$ cat src/rtl/core/sact_pkg.sv
// Shared types and constants of the set-associative LRU tag store.
// Used by sact_tag_ram, sact_lookup and set_assoc_lru_cache_tags.
package sact_pkg;

  localparam int MAX_SET_BITS = 6;
  localparam int MAX_WAYS     = 8;
  localparam int ADDR_WIDTH   = 64;
  localparam int NUM_SETS     = 1 << MAX_SET_BITS;
  localparam int SET_W        = MAX_SET_BITS;
  localparam int WAY_W        = $clog2(MAX_WAYS);
  localparam int STAMP_W      = 32;
  localparam int CNT_W        = 32;

  // Configuration register indexes (byte address = 4 * index)
  localparam logic [1:0] REG_SET_BITS   = 2'd0;
  localparam logic [1:0] REG_BLOCK_BITS = 2'd1;
  localparam logic [1:0] REG_WAYS_USED  = 2'd2;

  typedef struct packed {
    logic                  valid;
    logic [ADDR_WIDTH-1:0] tag;
    logic [STAMP_W-1:0]    stamp;
  } line_t;

  // One memory row holds a whole set: its access count and every way
  typedef struct packed {
    logic [CNT_W-1:0]        count;
    line_t [MAX_WAYS-1:0]    lines;
  } row_t;

  typedef struct packed {
    logic             hit;
    logic             miss;
    logic             evict;
    logic [WAY_W-1:0] way;
  } lookup_t;

endpackage

$ cat src/rtl/core/sact_lookup.sv
// Way selection of one set: first invalid or matching way, else LRU victim.
// Depends on sact_pkg.
module sact_lookup (
  input  sact_pkg::row_t                   row,
  input  logic [sact_pkg::ADDR_WIDTH-1:0]  tag,
  input  logic [3:0]                       ways,
  output sact_pkg::lookup_t                result
);
  import sact_pkg::*;

  logic [MAX_WAYS-1:0] stop;
  logic                found;
  logic [WAY_W-1:0]    first_way;
  logic [WAY_W-1:0]    lru_way;
  logic [STAMP_W-1:0]  lru_stamp;

  always_comb begin
    for (int w = 0; w < MAX_WAYS; w++) begin
      stop[w] = (4'(w) < ways) && (!row.lines[w].valid || row.lines[w].tag == tag);
    end
  end

  // Priority pick, lowest way first
  always_comb begin
    found     = 1'b0;
    first_way = '0;
    for (int w = MAX_WAYS - 1; w >= 0; w--) begin
      if (stop[w]) begin
        found     = 1'b1;
        first_way = WAY_W'(w);
      end
    end
  end

  // Smallest stamp among used ways, ties keep the lower way
  always_comb begin
    lru_way   = '0;
    lru_stamp = row.lines[0].stamp;
    for (int w = 1; w < MAX_WAYS; w++) begin
      if (4'(w) < ways && row.lines[w].stamp < lru_stamp) begin
        lru_stamp = row.lines[w].stamp;
        lru_way   = WAY_W'(w);
      end
    end
  end

  always_comb begin
    result.hit   = found && row.lines[first_way].valid;
    result.miss  = !(found && row.lines[first_way].valid);
    result.evict = !found;
    result.way   = found ? first_way : lru_way;
  end

endmodule

$ cat config.mk
export PLATFORM = sky130hd
export DESIGN_NAME = sact_lookup
export DESIGN_NICKNAME = d
export VERILOG_FILES = /design/src/rtl/core/sact_pkg.sv /design/src/rtl/core/sact_lookup.sv
export SDC_FILE = /design/constraint.sdc
export NUM_CORES = 1
export LEC_CHECK = 0
export ABC_CLOCK_PERIOD_IN_PS = 19750
export BUFFER_PORTS_ARGS = -buffer_cell sky130_fd_sc_hd__buf_2
export CAP_MARGIN = 20
export CORE_AREA = 3 3 337 339
export DETAILED_ROUTE_END_ITERATION = 6
export DIE_AREA = 0 0 340 342
export GPL_TIMING_DRIVEN = 0
export SYNTH_ARGS = -nofsm -noshare
export SYNTH_HDL_FRONTEND = slang
export SYNTH_SLANG_ARGS = --single-unit
$ cat constraint.sdc
create_clock -name vclk -period 19.75
set_input_delay 0 -clock vclk [all_inputs]
set_output_delay 0 -clock vclk [all_outputs]
set_load 0.02 [all_outputs]
==> impl_metrics.yaml <==
run_status:
  outcome: "completed"
final_layout:
  synthToLayoutAreaGrowth_pct: 49.7
  n_fill_cell: 12600
  drive_above_1_share: 0.383
  regArea_um2: 0
  fin_area_um2: 21300
  seq_cell_count: 0
  fin_nets: 3793
  n_clock_buffer: 0
logic_synthesis:
  ys_warn_count: 0
  synthCells: 1869
  synth.distinct_cells: 70
  avgSynthCellArea_um2: 7.60
  netlist_area_um2: 14200
  ys_seq_area_frac: 0
  synth_nets: 2954
placed_design:
  placed_area_um2: 20500
  io_buffers: 784
  dp_hpwl_mm: 117
  gp_congestion: 0.990
routing:
  wl_mm: 129
  vias: 18800
  avgViaCountPerCell: 4.44
  post_drt_wl_per_cell_um: 30.4
  drc: 0
  ant_nets: 0
  drt_pass1_iterations: 7
  first_iter_violations: 1665
pwr:
  ir_worst_vdd_uv: 38.8
  power_uw: 1160
  power_density_nw_per_um2: 54.8
  leakagePower_uw: 0.00983
floorplanning:
  die-area_um2: 116000
  initial_core_util: 0.128
  dieWidth_um: 340
  core_area_um2: 111000
  num_io_pins: 882
  rows: 122
  die_h_um: 342
sta:
  setup_violations: 0
  tightest_slew_ns: 1.31
  fin_crit_ns: 18.72
  final-hold-violation-count: 0
  max_freq_ghz: 0.0534
  finalMaxSlewViolations: 0
  period_share: 0.948
  max_slew_margin: 0.122
hold_path:
  worstHoldPathCells: 6
  min_from: "row[193]"
  hp-class: "in -> out"
  whs_endpoint: "result[4]"
setup_path:
  cp_top_family: "compound AO/OA/AOI/OAI gates"
  critPathSlowestCell: "or4_1"
  endpoint_kind: "output pin"
  critPathLaunchType: "primary input"
  crit_fanout: 10
  crit_type: "in -> out"
  cp.required_ns: 19.75
  critical_path.most_common_cell: "a21o_1"
  worstPathArrival_ns: 18.72
  crit_path_max_incr_delay_ns: 0.61
  path_buf_inv: 19
global_routing:
  grt_start_max_net_pins: 11
  antenna_found_initial: 142
  grt_pass1_vias: 18200
  grtUsageTotal: 0.210
  overflow: 0
  grt_pass1_wl_mm: 165
job:
  drv_cap: 0
clock_tree:
  postCtsHoldBufs: 0
-- power by group --
group	internal, µW	switching [µW]
Clock	0.000324	0
Combinational	535	629
Sequential	0	0
Total	535	629
-- cell families after synthesis --
logic type	share of synthesized area
AO/OA/AOI/OAI	0.151
AND/OR/NAND/NOR	0.165
adder cells (fa/ha/maj)	0.188
multiplexers	0.109
buffers and inverters	0.0735
XOR/XNOR	0.313
-- how the worst max path moves through the flow --
stage	startpoint	endpoint	slack (ns)	cells past startpoint
after floorplan	row[6]	result[2]	2.66	97
after global placement	row[21]	result[0]	-5.43	93
after detailed placement	row[21]	result[0]	-5.14	96
after CTS	row[21]	result[0]	0.03	95
after global routing	row[13]	result[0]	-0.003	102
final	row[13]	result[0]	1.03	95
-- layer usage --
metal	global-route usage	vias up	share of wire
met1	0.254	8969	0.39
met4	0.0484	68	0.032
met3	0.0806	264	0.12
met2	0.351	1152	0.46
met5	0	-	0.0034
li1	-	8375	-
-- area by class of cell --
type	count	area (µm²)	share of cell area
multi-input combinational	1601	13500	0.634
inverter	174	653	0.0307
antenna	47	118	0.00553
tap	1488	1860	0.0876
buffer	93	526	0.0247
timing repair buffer	838	4620	0.217
-- cells in the mapped netlist, types with 4 or more instances --
master	number	area share
o22ai_1	5	0.0022
xor2_1	59	0.036
buf_1	4	0.0011
mux2_2	63	0.050
ha_1	209	0.18
o31ai_1	8	0.0042
buf_6	4	0.0032
inv_1	173	0.046
xnor2_1	449	0.28
nand2_1	65	0.017
mux2i_1	38	0.027
or4_1	5	0.0026
clkbuf_1	82	0.022
o211ai_1	11	0.0058
o21ai_0	30	0.011
nor2b_1	16	0.0070
o21a_1	37	0.020
and4_1	5	0.0031
a211oi_1	7	0.0037
nand4_1	161	0.071
nor3_1	13	0.0046
nand3_1	18	0.0063
o2111ai_1	4	0.0025
a21oi_1	95	0.033
or3_1	4	0.0018
nor2_1	72	0.019
a21o_1	75	0.040
maj3_1	4	0.0028
nor4_1	50	0.022
and3_1	5	0.0022
nand2b_1	9	0.0040
mux2_4	30	0.032
-- through the flow --
stage          hold WS, ns   util  instances  setup TNS (ns)  setup slack, ns
3_3_place_gp         0.713  0.181       4141          -15.84            -5.43
2_1_floorplan        0.277      -       1869               0             2.66
4_1_cts              0.671  0.188       4181               0           0.0312
5_1_grt              0.750  0.191       4211        -0.00309         -0.00309
3_5_place_dp         0.665  0.186       4177          -15.01            -5.14
6_report             0.680  0.192       4241               0             1.03
-- timing repair --
action                                  CTS  global route
pin swaps                                 4            13
gates resized for setup                  71            62
cloned                                    0             0
setup buffers                             4            12
endpoints found under the setup margin    3             3
-- layout by cell type, fill, tap and decap left out, types with 5 or more instances in the layout --
cell,Yosys,layout
buf_2,3,789
xnor2_1,449,449
ha_1,209,209
inv_1,173,173
nand4_1,161,161
a21oi_1,95,81
a21o_1,75,74
nor2_1,72,66
nand2_1,65,65
mux2_2,63,63
xor2_1,59,59
clkbuf_1,82,48
diode_2,0,47
nor4_1,50,47
mux2i_1,38,36
o21a_1,37,31
mux2_4,30,30
buf_8,0,29
o21ai_0,30,26
buf_4,1,25
clkbuf_2,0,21
nand3_1,18,16
nor2b_1,16,16
o211ai_1,11,11
nor3_1,13,10
a21oi_2,0,10
nand2b_1,9,9
a211oi_1,7,7
buf_6,4,7
and3_1,5,5
and4_1,5,5
or4_1,5,5
o22ai_1,5,5
buf_16,0,5
(Power assumes the default switching activity.)
